### config.mk
export PLATFORM = sky130hd
export DESIGN_NAME = log_record_deframer_crc32_top
export DESIGN_NICKNAME = d
export VERILOG_FILES = /design/src/rtl/ldc_pkg.sv /design/src/rtl/ldc_queue.sv /design/src/rtl/ldc_front.sv /design/src/rtl/ldc_back.sv /design/src/rtl/log_record_deframer_crc32_top.sv
export VERILOG_INCLUDE_DIRS = /design/src /design/src/rtl
export SDC_FILE = /design/constraint.sdc
export NUM_CORES = 1
export LEC_CHECK = 0
export BUFFER_PORTS_ARGS = -buffer_cell sky130_fd_sc_hd__buf_2
export CORE_MARGIN = 3
export CORE_UTILIZATION = 65
export CTS_CLUSTER_DIAMETER = 100
export DETAILED_ROUTE_END_ITERATION = 10
export PLACE_DENSITY = 0.83
export SLEW_MARGIN = 0
export SYNTH_ARGS = -nofsm -noshare
export SYNTH_HDL_FRONTEND = slang
export SYNTH_SLANG_ARGS = --single-unit
### constraint.sdc
create_clock -name clk -period 16.1 [get_ports clk]
set_input_delay 2.415 -clock clk [delete_from_list [all_inputs] [get_ports clk]]
set_output_delay 2.415 -clock clk [all_outputs]
set_load 0.005 [all_outputs]
### src/rtl/assert_macros.svh
// Assertion macros used by the top level of the log record deframer.
// No dependencies; included by files that carry concurrent assertions.
`ifndef ASSERT_MACROS_SVH
`define ASSERT_MACROS_SVH

// Condition that must hold at every clock edge outside reset.
`define ASSERT_ALWAYS(label, clk, rst_n, cond, msg) \
    label: assert property (@(posedge clk) disable iff (!rst_n) (cond)) else $error(msg);

// Same-cycle implication.
`define ASSERT_IMPLIES(label, clk, rst_n, ante, cons, msg) \
    label: assert property (@(posedge clk) disable iff (!rst_n) (ante) |-> (cons)) \
        else $error(msg);

// Next-cycle implication.
`define ASSERT_NEXT(label, clk, rst_n, ante, cons, msg) \
    label: assert property (@(posedge clk) disable iff (!rst_n) (ante) |=> (cons)) \
        else $error(msg);

`endif

### src/rtl/ldc_pkg.sv
// Package for the log record deframer: types, codes, constants and the CRC-32 step.
// No dependencies; imported by every module of the block.
package ldc_pkg;

    // Default width of the held key and value lengths.
    localparam int LENGTH_BITS_DEFAULT = 32;

    // Result queue between the parser and the output stage.
    localparam int QUEUE_DEPTH = 2;

    // Configuration port layout.
    localparam int PADDR_W   = 3;
    localparam int REG_IDX_W = 1;
    localparam logic [REG_IDX_W-1:0] REG_PUT_TYPE    = 1'b0;
    localparam logic [REG_IDX_W-1:0] REG_DELETE_TYPE = 1'b1;
    localparam logic [7:0] PUT_TYPE_RESET    = 8'h00;
    localparam logic [7:0] DELETE_TYPE_RESET = 8'h01;

    // Reflected CRC-32.
    localparam logic [31:0] CRC_POLY = 32'hEDB88320;
    localparam logic [31:0] CRC_INIT = 32'hFFFFFFFF;

    // Output stream widths.
    localparam int M_TDATA_W = 112;
    localparam int M_TUSER_W = 2;

    // Parser phase.
    typedef enum logic [2:0] {
        PH_TYPE,
        PH_KEYLEN,
        PH_KEY,
        PH_VALLEN,
        PH_VAL,
        PH_CRC
    } phase_t;

    // Kind of a result transaction.
    typedef enum logic [1:0] {
        KIND_KEY,
        KIND_VALUE,
        KIND_VERDICT,
        KIND_SUMMARY
    } kind_t;

    // Record verdict or summary status.
    typedef enum logic [1:0] {
        ST_ACCEPTED,
        ST_CRC_MISMATCH,
        ST_BAD_TYPE,
        ST_TRUNCATED
    } status_t;

    // One result item as it travels through the queue.
    typedef struct packed {
        kind_t       kind;
        logic [7:0]  out_byte;
        status_t     status;
        logic        is_delete;
        logic [31:0] key_length;
        logic [31:0] value_length;
        logic [31:0] accepted_count;
    } result_t;

    // Parser status seen by the top level.
    typedef struct packed {
        logic   halted;
        phase_t phase;
    } front_status_t;

    // One byte step of the reflected CRC-32, bit by bit.
    function automatic logic [31:0] crc32_byte(input logic [31:0] crc_in,
                                               input logic [7:0]  data);
        logic [31:0] c;
        c = crc_in ^ {24'h000000, data};
        for (int i = 0; i < 8; i++)
        begin
            c = c[0] ? ((c >> 1) ^ CRC_POLY) : (c >> 1);
        end
        return c;
    endfunction

endpackage

### src/rtl/ldc_queue.sv
// Short result queue between the parser and the output stage.
// Depends on ldc_pkg for the result type and the queue depth.
module ldc_queue
    import ldc_pkg::*;
(
    input  logic    clk,
    input  logic    rst_n,
    input  logic    push,
    input  result_t push_data,
    input  logic    pop,
    output logic    full,
    output logic    empty,
    output result_t head,
    output logic [$clog2(QUEUE_DEPTH+1)-1:0] count
);

    localparam int PTR_W = (QUEUE_DEPTH > 1) ? $clog2(QUEUE_DEPTH) : 1;
    localparam int CNT_W = $clog2(QUEUE_DEPTH + 1);
    localparam logic [PTR_W-1:0] LAST_PTR = PTR_W'(QUEUE_DEPTH - 1);

    result_t          entry_reg [QUEUE_DEPTH];
    logic [PTR_W-1:0] wr_ptr_reg, wr_ptr_next;
    logic [PTR_W-1:0] rd_ptr_reg, rd_ptr_next;
    logic [CNT_W-1:0] count_reg, count_next;

    assign full  = (count_reg == CNT_W'(QUEUE_DEPTH));
    assign empty = (count_reg == '0);
    assign head  = entry_reg[rd_ptr_reg];
    assign count = count_reg;

    // Pointer and fill count update.
    always_comb
    begin
        wr_ptr_next = wr_ptr_reg;
        rd_ptr_next = rd_ptr_reg;
        count_next  = count_reg;
        if (push)
        begin
            wr_ptr_next = (wr_ptr_reg == LAST_PTR) ? '0 : wr_ptr_reg + PTR_W'(1);
        end
        if (pop)
        begin
            rd_ptr_next = (rd_ptr_reg == LAST_PTR) ? '0 : rd_ptr_reg + PTR_W'(1);
        end
        if (push && !pop)
        begin
            count_next = count_reg + CNT_W'(1);
        end
        else if (pop && !push)
        begin
            count_next = count_reg - CNT_W'(1);
        end
    end

    always_ff @(posedge clk or negedge rst_n)
    begin
        if (!rst_n)
        begin
            wr_ptr_reg <= '0;
            rd_ptr_reg <= '0;
            count_reg  <= '0;
        end
        else
        begin
            wr_ptr_reg <= wr_ptr_next;
            rd_ptr_reg <= rd_ptr_next;
            count_reg  <= count_next;
        end
    end

    // Entry storage needs no reset.
    always_ff @(posedge clk)
    begin
        if (push)
        begin
            entry_reg[wr_ptr_reg] <= push_data;
        end
    end

endmodule

### src/rtl/ldc_front.sv
// Record parser: walks the record fields, runs the CRC-32 and produces results.
// Depends on ldc_pkg for phases, result codes and the CRC step function.
module ldc_front
    import ldc_pkg::*;
#(
    parameter int LENGTH_BITS = LENGTH_BITS_DEFAULT
)
(
    input  logic          clk,
    input  logic          rst_n,
    input  logic          in_fire,
    input  logic [7:0]    in_byte,
    input  logic          in_last,
    input  logic [7:0]    put_code,
    input  logic [7:0]    delete_code,
    output logic          res_valid,
    output result_t       res,
    output front_status_t status
);

    phase_t                 phase_reg, phase_next;
    logic [1:0]             index_reg, index_next;
    logic [7:0]             type_reg, type_next;
    logic [LENGTH_BITS-1:0] key_len_reg, key_len_next;
    logic [LENGTH_BITS-1:0] val_len_reg, val_len_next;
    logic [LENGTH_BITS-1:0] remain_reg, remain_next;
    logic [31:0]            crc_reg, crc_next;
    logic [23:0]            stored_reg, stored_next;
    logic                   halted_reg, halted_next;
    logic [31:0]            count_reg, count_next;

    logic [31:0] crc_in;
    logic [31:0] crc_upd;
    logic [31:0] byte_shifted;
    logic [31:0] key_merged;
    logic [31:0] val_merged;
    logic [31:0] count_inc;
    logic        crc_match;

    assign status.halted = halted_reg;
    assign status.phase  = phase_reg;

    // A record's CRC starts from all ones at its type byte.
    assign crc_in       = (phase_reg == PH_TYPE) ? CRC_INIT : crc_reg;
    assign crc_upd      = crc32_byte(crc_in, in_byte);
    assign byte_shifted = {24'h000000, in_byte} << {index_reg, 3'b000};
    assign key_merged   = 32'(key_len_reg) | byte_shifted;
    assign val_merged   = 32'(val_len_reg) | byte_shifted;
    assign count_inc    = (count_reg == 32'hFFFFFFFF) ? count_reg : count_reg + 32'd1;
    assign crc_match    = ((crc_reg ^ CRC_INIT) == {in_byte, stored_reg});

    // Next state and result for one accepted transaction.
    always_comb
    begin
        phase_next   = phase_reg;
        index_next   = index_reg;
        type_next    = type_reg;
        key_len_next = key_len_reg;
        val_len_next = val_len_reg;
        remain_next  = remain_reg;
        crc_next     = crc_reg;
        stored_next  = stored_reg;
        halted_next  = halted_reg;
        count_next   = count_reg;
        res_valid    = 1'b0;
        res          = '0;

        if (in_fire)
        begin
            if (in_last)
            begin
                // End of log: report and return to the start state.
                res_valid          = 1'b1;
                res.kind           = KIND_SUMMARY;
                res.status         = (!halted_reg && phase_reg != PH_TYPE) ?
                                     ST_TRUNCATED : ST_ACCEPTED;
                res.accepted_count = count_reg;
                phase_next   = PH_TYPE;
                index_next   = '0;
                type_next    = '0;
                key_len_next = '0;
                val_len_next = '0;
                remain_next  = '0;
                crc_next     = CRC_INIT;
                stored_next  = '0;
                halted_next  = 1'b0;
                count_next   = '0;
            end
            else if (!halted_reg)
            begin
                unique case (phase_reg)
                    PH_TYPE:
                    begin
                        type_next    = in_byte;
                        crc_next     = crc_upd;
                        key_len_next = '0;
                        val_len_next = '0;
                        stored_next  = '0;
                        index_next   = '0;
                        phase_next   = PH_KEYLEN;
                    end
                    PH_KEYLEN:
                    begin
                        crc_next     = crc_upd;
                        key_len_next = key_merged[LENGTH_BITS-1:0];
                        index_next   = index_reg + 2'd1;
                        if (index_reg == 2'd3)
                        begin
                            remain_next = key_merged[LENGTH_BITS-1:0];
                            phase_next  = (key_merged[LENGTH_BITS-1:0] != '0) ?
                                          PH_KEY : PH_VALLEN;
                        end
                    end
                    PH_VALLEN:
                    begin
                        crc_next     = crc_upd;
                        val_len_next = val_merged[LENGTH_BITS-1:0];
                        index_next   = index_reg + 2'd1;
                        if (index_reg == 2'd3)
                        begin
                            remain_next = val_merged[LENGTH_BITS-1:0];
                            phase_next  = (val_merged[LENGTH_BITS-1:0] != '0) ?
                                          PH_VAL : PH_CRC;
                        end
                    end
                    PH_KEY, PH_VAL:
                    begin
                        // Payload byte passes straight through.
                        crc_next     = crc_upd;
                        remain_next  = remain_reg - LENGTH_BITS'(1);
                        res_valid    = 1'b1;
                        res.kind     = (phase_reg == PH_KEY) ? KIND_KEY : KIND_VALUE;
                        res.out_byte = in_byte;
                        if (remain_reg == LENGTH_BITS'(1))
                        begin
                            index_next = '0;
                            phase_next = (phase_reg == PH_KEY) ? PH_VALLEN : PH_CRC;
                        end
                    end
                    PH_CRC:
                    begin
                        index_next = index_reg + 2'd1;
                        unique case (index_reg)
                            2'd0: stored_next[7:0]   = in_byte;
                            2'd1: stored_next[15:8]  = in_byte;
                            2'd2: stored_next[23:16] = in_byte;
                            2'd3:
                            begin
                                // Verdict: CRC first, then the type code.
                                phase_next         = PH_TYPE;
                                res_valid          = 1'b1;
                                res.kind           = KIND_VERDICT;
                                res.key_length     = 32'(key_len_reg);
                                res.value_length   = 32'(val_len_reg);
                                res.accepted_count = count_reg;
                                if (!crc_match)
                                begin
                                    res.status  = ST_CRC_MISMATCH;
                                    halted_next = 1'b1;
                                end
                                else if (type_reg != put_code && type_reg != delete_code)
                                begin
                                    res.status  = ST_BAD_TYPE;
                                    halted_next = 1'b1;
                                end
                                else
                                begin
                                    res.status         = ST_ACCEPTED;
                                    res.is_delete      = (type_reg != put_code);
                                    res.accepted_count = count_inc;
                                    count_next         = count_inc;
                                end
                            end
                        endcase
                    end
                    default:
                    begin
                        phase_next = PH_TYPE;
                        index_next = '0;
                    end
                endcase
            end
        end
    end

    always_ff @(posedge clk or negedge rst_n)
    begin
        if (!rst_n)
        begin
            phase_reg   <= PH_TYPE;
            index_reg   <= '0;
            type_reg    <= '0;
            key_len_reg <= '0;
            val_len_reg <= '0;
            remain_reg  <= '0;
            crc_reg     <= CRC_INIT;
            stored_reg  <= '0;
            halted_reg  <= 1'b0;
            count_reg   <= '0;
        end
        else
        begin
            phase_reg   <= phase_next;
            index_reg   <= index_next;
            type_reg    <= type_next;
            key_len_reg <= key_len_next;
            val_len_reg <= val_len_next;
            remain_reg  <= remain_next;
            crc_reg     <= crc_next;
            stored_reg  <= stored_next;
            halted_reg  <= halted_next;
            count_reg   <= count_next;
        end
    end

endmodule

### src/rtl/ldc_back.sv
// Output stage: drains the result queue into the master stream register.
// Depends on ldc_pkg for the result type and stream widths.
module ldc_back
    import ldc_pkg::*;
(
    input  logic                 clk,
    input  logic                 rst_n,
    input  logic                 q_empty,
    input  result_t              q_head,
    output logic                 q_pop,
    output logic                 m_tvalid,
    input  logic                 m_tready,
    output logic [M_TDATA_W-1:0] m_tdata,
    output logic [M_TUSER_W-1:0] m_tuser
);

    logic    valid_reg, valid_next;
    result_t out_reg;

    // Load a new result when the register is free or being taken.
    assign q_pop      = !q_empty && (!valid_reg || m_tready);
    assign valid_next = q_pop ? 1'b1 : (m_tready ? 1'b0 : valid_reg);

    always_ff @(posedge clk or negedge rst_n)
    begin
        if (!rst_n)
        begin
            valid_reg <= 1'b0;
        end
        else
        begin
            valid_reg <= valid_next;
        end
    end

    always_ff @(posedge clk)
    begin
        if (q_pop)
        begin
            out_reg <= q_head;
        end
    end

    // Pack the result fields, lowest field first, zero padded to whole bytes.
    assign m_tvalid = valid_reg;
    assign m_tuser  = out_reg.kind;
    assign m_tdata  = {5'b00000,
                       out_reg.accepted_count,
                       out_reg.value_length,
                       out_reg.key_length,
                       out_reg.is_delete,
                       out_reg.status,
                       out_reg.out_byte};

endmodule

### src/rtl/log_record_deframer_crc32_top.sv
// Top level of the log record deframer with CRC-32 check and its register port.
// Depends on ldc_pkg, ldc_front, ldc_queue, ldc_back and assert_macros.svh.
//
// Usage:
//   The slave stream takes one log byte per transaction in s_tdata; s_tlast
//   marks the end-of-log item, whose byte is ignored. The master stream gives
//   one result transaction per key byte, value byte, record verdict and
//   end-of-log summary; m_tuser holds the result kind.
//   Throughput is one byte per cycle while the queue has room: the parser
//   does a byte-wide CRC-32 update and a length counter step per cycle,
//   and a two-entry result queue decouples it from the output register.
//   A result enters the result queue when the byte that caused it is
//   accepted, and moves from the queue into the output register once that
//   register is free or being taken by the receiver.
//   Reset clears the parser to the type-byte phase, empties the queue and
//   loads the register reset codes (put 0, delete 1).
//   When the receiver stalls, the output register holds and the queue fills;
//   s_tready falls once the queue is full and rises again as soon as the
//   output register takes an entry from it.
//   Write the registers over the APB port only while the stream is idle
//   (not enforced): put_type_code at byte address 0, delete_type_code at 4.
`include "assert_macros.svh"

module log_record_deframer_crc32_top
    import ldc_pkg::*;
#(
    parameter int LENGTH_BITS = LENGTH_BITS_DEFAULT
)
(
    input  logic                 clk,
    input  logic                 rst_n,
    // Slave stream
    input  logic                 s_tvalid,
    output logic                 s_tready,
    input  logic [7:0]           s_tdata,   // [7:0] byte_value
    input  logic                 s_tlast,
    // Master stream
    output logic                 m_tvalid,
    input  logic                 m_tready,
    // [7:0] out_byte, [9:8] record_status, [10] is_delete, [42:11] key_length,
    // [74:43] value_length, [106:75] accepted_count, [111:107] zero
    output logic [M_TDATA_W-1:0] m_tdata,
    output logic [M_TUSER_W-1:0] m_tuser,   // [1:0] out_kind
    // APB configuration port
    input  logic                 psel,
    input  logic                 penable,
    input  logic                 pwrite,
    input  logic [PADDR_W-1:0]   paddr,
    input  logic [31:0]          pwdata,
    output logic [31:0]          prdata,
    output logic                 pready
);

    logic [7:0]           put_code_reg, put_code_next;
    logic [7:0]           del_code_reg, del_code_next;
    logic [REG_IDX_W-1:0] reg_idx;
    logic                 cfg_write;

    logic          in_fire;
    logic          res_valid;
    result_t       res;
    front_status_t front_st;
    logic          q_full;
    logic          q_empty;
    logic          q_pop;
    result_t       q_head;
    logic [$clog2(QUEUE_DEPTH+1)-1:0] q_count;

    // Configuration registers.
    assign pready    = 1'b1;
    assign reg_idx   = paddr[PADDR_W-1:2];
    assign cfg_write = psel && penable && pwrite && pready;

    always_comb
    begin
        put_code_next = put_code_reg;
        del_code_next = del_code_reg;
        prdata        = '0;
        unique case (reg_idx)
            REG_PUT_TYPE:
            begin
                prdata = {24'h000000, put_code_reg};
                if (cfg_write)
                begin
                    put_code_next = pwdata[7:0];
                end
            end
            REG_DELETE_TYPE:
            begin
                prdata = {24'h000000, del_code_reg};
                if (cfg_write)
                begin
                    del_code_next = pwdata[7:0];
                end
            end
        endcase
    end

    always_ff @(posedge clk or negedge rst_n)
    begin
        if (!rst_n)
        begin
            put_code_reg <= PUT_TYPE_RESET;
            del_code_reg <= DELETE_TYPE_RESET;
        end
        else
        begin
            put_code_reg <= put_code_next;
            del_code_reg <= del_code_next;
        end
    end

    // Every byte may cause one result, so accept only while the queue has room.
    assign s_tready = !q_full;
    assign in_fire  = s_tvalid && s_tready;

    ldc_front #(
        .LENGTH_BITS (LENGTH_BITS)
    ) u_front (
        .clk         (clk),
        .rst_n       (rst_n),
        .in_fire     (in_fire),
        .in_byte     (s_tdata),
        .in_last     (s_tlast),
        .put_code    (put_code_reg),
        .delete_code (del_code_reg),
        .res_valid   (res_valid),
        .res         (res),
        .status      (front_st)
    );

    ldc_queue u_queue (
        .clk       (clk),
        .rst_n     (rst_n),
        .push      (res_valid),
        .push_data (res),
        .pop       (q_pop),
        .full      (q_full),
        .empty     (q_empty),
        .head      (q_head),
        .count     (q_count)
    );

    ldc_back u_back (
        .clk      (clk),
        .rst_n    (rst_n),
        .q_empty  (q_empty),
        .q_head   (q_head),
        .q_pop    (q_pop),
        .m_tvalid (m_tvalid),
        .m_tready (m_tready),
        .m_tdata  (m_tdata),
        .m_tuser  (m_tuser)
    );

    // Checks on the parser and the queue.
    `ASSERT_ALWAYS(a_queue_bound, clk, rst_n, q_count <= ($bits(q_count))'(QUEUE_DEPTH), "result queue overfilled")
    `ASSERT_IMPLIES(a_halted_silent, clk, rst_n, in_fire && front_st.halted && !s_tlast, !res_valid, "halted parser produced a result")
    `ASSERT_IMPLIES(a_accept_counts, clk, rst_n, res_valid && res.kind == KIND_VERDICT && res.status == ST_ACCEPTED, res.accepted_count != 32'd0, "accepted record not counted")
    `ASSERT_NEXT(a_end_restarts, clk, rst_n, in_fire && s_tlast, front_st.phase == PH_TYPE && !front_st.halted, "end of log did not restart the parser")

endmodule

==> flow_summary.json <==
{
  "tritoncts": "done",
  "synth_edf_count": 327,
  "grt_max_degree": 97,
  "path_clk_slew_ns": 0.06,
  "cp-end-kind": "flip-flop",
  "synthAdderAreaFrac_pct": 0.4014,
  "finalMaxSlewViolations": 0,
  "skew_ns": 0.02434,
  "route.detailed.drc": 0,
  "r2r-start": "u_front.phase_reg[2]",
  "final_hold_viol_count": 0,
  "grt_pass1_vias": 17000,
  "synthMuxAreaShare_pct": 6.372,
  "die_area_um2": 40750,
  "max-vdd-ir-drop_v": 0.0001614,
  "start_util_pct": 66.05,
  "wl_met1_um": 23110,
  "start_kind": "input pin",
  "cts-root-buf": "clkbuf_16",
  "ys.flop_type": "edfxtp_1",
  "syn2layout_area_growth_pct": 11.04,
  "post-route-period-util_pct": 35.91,
  "status": "finished clean",
  "ios": 200,
  "chipWidth_um": 201.9,
  "diodes": 0,
  "synthArstFlopShare_pct": 40.11,
  "synthXorXnorAreaFrac_pct": 5.278,
  "fin_tns_setup_ns": 0,
  "power.net_switching_mw": 1.731,
  "setup_viol_count_final": 0,
  "synth-simple-area-share_pct": 12.48,
  "nets": 2225,
  "synth_compound_area_share_pct": 10.82,
  "hpwlAfterDp_um": 37170,
  "slew-limit-headroom_pct": 15.41,
  "cts.sinks": 546,
  "fp.dieH_um": 201.9,
  "syn_area_per_cell_um2": 12.03,
  "cellPowerDensity_nw_per_um2": 182.3,
  "critPathRequiredTime_ns": 16.45,
  "antenna_found_initial": 1,
  "tightest_slew_ns": 1.260,
  "synth_cell_type_count": 73,
  "hp-start": "u_front.stored_reg[11]",
  "swShare_pct": 34.29,
  "grt_pass1_wl_um": 93180,
  "path_max_fanout": 30,
  "crit_type": "in2reg",
  "p_clk_share_pct": 24.6,
  "largest_reg_flops": 218,
  "drt_wl_total_um": 58730,
  "synth-seq-cells": 546,
  "hp-class": "reg2reg",
  "htreeDepth": 2,
  "combPwrFrac_pct": 32.4,
  "num_vias": 17350,
  "postCtsSetupRepairBufs": 0,
  "first_pass_iters": 6,
  "drtIter0Drc": 2080,
  "yosys_warnings": 0,
  "grt_overflow_total": 0,
  "wl_met3_um": 5496,
  "clk_latency_ns": 0.61,
  "ctsHoldBuffers": 0,
  "io_buffers": 143,
  "final_layout_size_suffix_gt1_share_pct": 19.93,
  "routedWlPerCell_um": 21.60,
  "highest_layer": "met4",
  "cts.repair.resized": 0,
  "fmax_mhz": 173.0,
  "wl_met2_um": 27800,
  "track_usage_pct": 28.78,
  "intPower_mw": 3.317,
  "synth_cells": 2073,
  "power_mw": 5.048,
  "numCtsBuffers": 52,
  "rows": 71,
  "rsz0062_at_grt": "no",
  "seq_power_share_pct": 43.0,
  "post-route-min-period_ns": 5.782,
  "drv_cap": 0,
  "leakage_nw": 10.95,
  "detail-route-antenna-nets": 0,
  "synth_area_um2": 24940,
  "viasPerCell": 6.382,
  "seq_area_frac_synth_pct": 61.51,
  "core_area_um2": 37760,
  "critical_path.startpoint": "s_tdata[5]",
  "globalplace.congestion": 0.9142,
  "crit_arrival_ns": 6.13,
  "clk_path_buf_depth": 3,
  "synth_top_family_by_area": "simple AND/OR/NAND/NOR gates"
}
-- cell families (layout without fill, tap and decap cells) --
| kind of cell | count (synthesis) | count (layout) |
|---|---|---|
| multiplexers | 142 | 142 |
| flip-flops | 546 | 546 |
| buffers and inverters | 172 | 279 |
| XOR/XNOR | 141 | 141 |
| other | 2 | 30 |
| adder cells (fa/ha/maj) | 8 | 8 |
| AND/OR/NAND/NOR | 648 | 648 |
| AO/OA/AOI/OAI | 414 | 414 |
-- worst paths after layout --
path / end / slack [ns] / cells past startpoint
min: u_front.stored_reg[11] / 0.50 / 2
max in group asynchronous: u_front.key_len_reg[28] / 12.06 / 3
min in group asynchronous: u_front.stored_reg[21] / 1.89 / 1
min reg2reg: u_front.stored_reg[11] / 0.50 / 2
max reg2reg: u_front.remain_reg[21] / 12.01 / 7
max: u_queue.entry_reg[0][17] / 10.32 / 8
-- synth_stat cells (all sizes together) (45+ instances only) --
cell type | instances | share of area [%]
edfxtp | 327 | 39
o21ai | 122 | 2.4
xnor2 | 75 | 2.8
a31oi | 87 | 2.2
a21oi | 65 | 1.3
and2 | 81 | 2.0
buf | 45 | 1.2
nand3 | 45 | 0.90
mux2 | 134 | 6.1
dfrtp | 186 | 19
clkbuf | 114 | 1.7
xor2 | 64 | 2.3
nand2 | 203 | 3.1
nor2 | 158 | 2.4
-- layer usage --
metal,vias up,track usage [%]
li1,7703,-
met1,8479,39.48
met2,972,46.34
met3,199,5.508
met4,0,11.04
met5,-,0
-- power by group through the flow --
stage | registers (mW) | logic [mW] | clock network (mW)
after floorplan | 2.11 | 1.18 | 0
after global placement | 2.16 | 1.57 | 0
after detailed placement | 2.19 | 1.61 | 0
after CTS | 2.16 | 1.62 | 1.26
after global routing | 2.21 | 1.77 | 1.31
final | 2.17 | 1.63 | 1.24
-- cells in the final DEF, fill, tap and decap left out, types with 14 or more instances in the layout --
cell type	netlist	routed
edfxtp_1	327	327
nand2_1	203	203
dfrtp_1	186	185
nor2_1	158	158
buf_2	7	142
mux2_2	134	134
o21ai_0	115	115
a31oi_1	87	87
and2_1	81	80
xnor2_1	71	71
a21oi_1	65	64
xor2_1	63	63
clkbuf_16	0	53
nand3_1	45	45
nor3_1	35	34
dfstp_2	33	33
o22a_1	32	32
conb_1	2	30
nor4_1	27	27
buf_4	30	26
nand4_1	25	25
a22o_1	19	19
and3_1	18	18
a21o_1	17	17
clkbuf_1	114	14
-- through the flow --
stage / cells / cell area (um^2) / util (%) / setup slack (ns) / hold WS, ns
final: 2719 / 27690 / 73.35 / 10.32 / 0.4994
after global routing: 2719 / 27690 / 73.35 / 10.16 / 0.5280
after CTS: 2718 / 27680 / 73.32 / 10.48 / 0.5032
after detailed placement: 2622 / 25920 / 68.67 / 9.836 / 0.4859
after global placement: 2622 / 25920 / 68.67 / 9.918 / 0.4763
after floorplan: 2101 / 25040 / - / 7.487 / 0.4555
-- area by class of cell --
type                            count  area, um^2
Fill cell                        2425       10060
Clock buffer                       71        1434
Tap cell                          511       639.4
Multi-Input combinational cell   1383        8970
Clock inverter                     25       321.6
Sequential cell                   546       15340
Timing Repair Buffer              170       930.9
Inverter                           13       51.30
-- critical path, cell delays in order --
cell      delay [ns]
buf_2           0.52
xor2_1          0.22
nand4_1         0.17
nor4_1          0.72
o2111a_1        1.04
nand2_1         0.40
o211a_1         0.34
a211o_1         0.29
(Power assumes the default switching activity.)
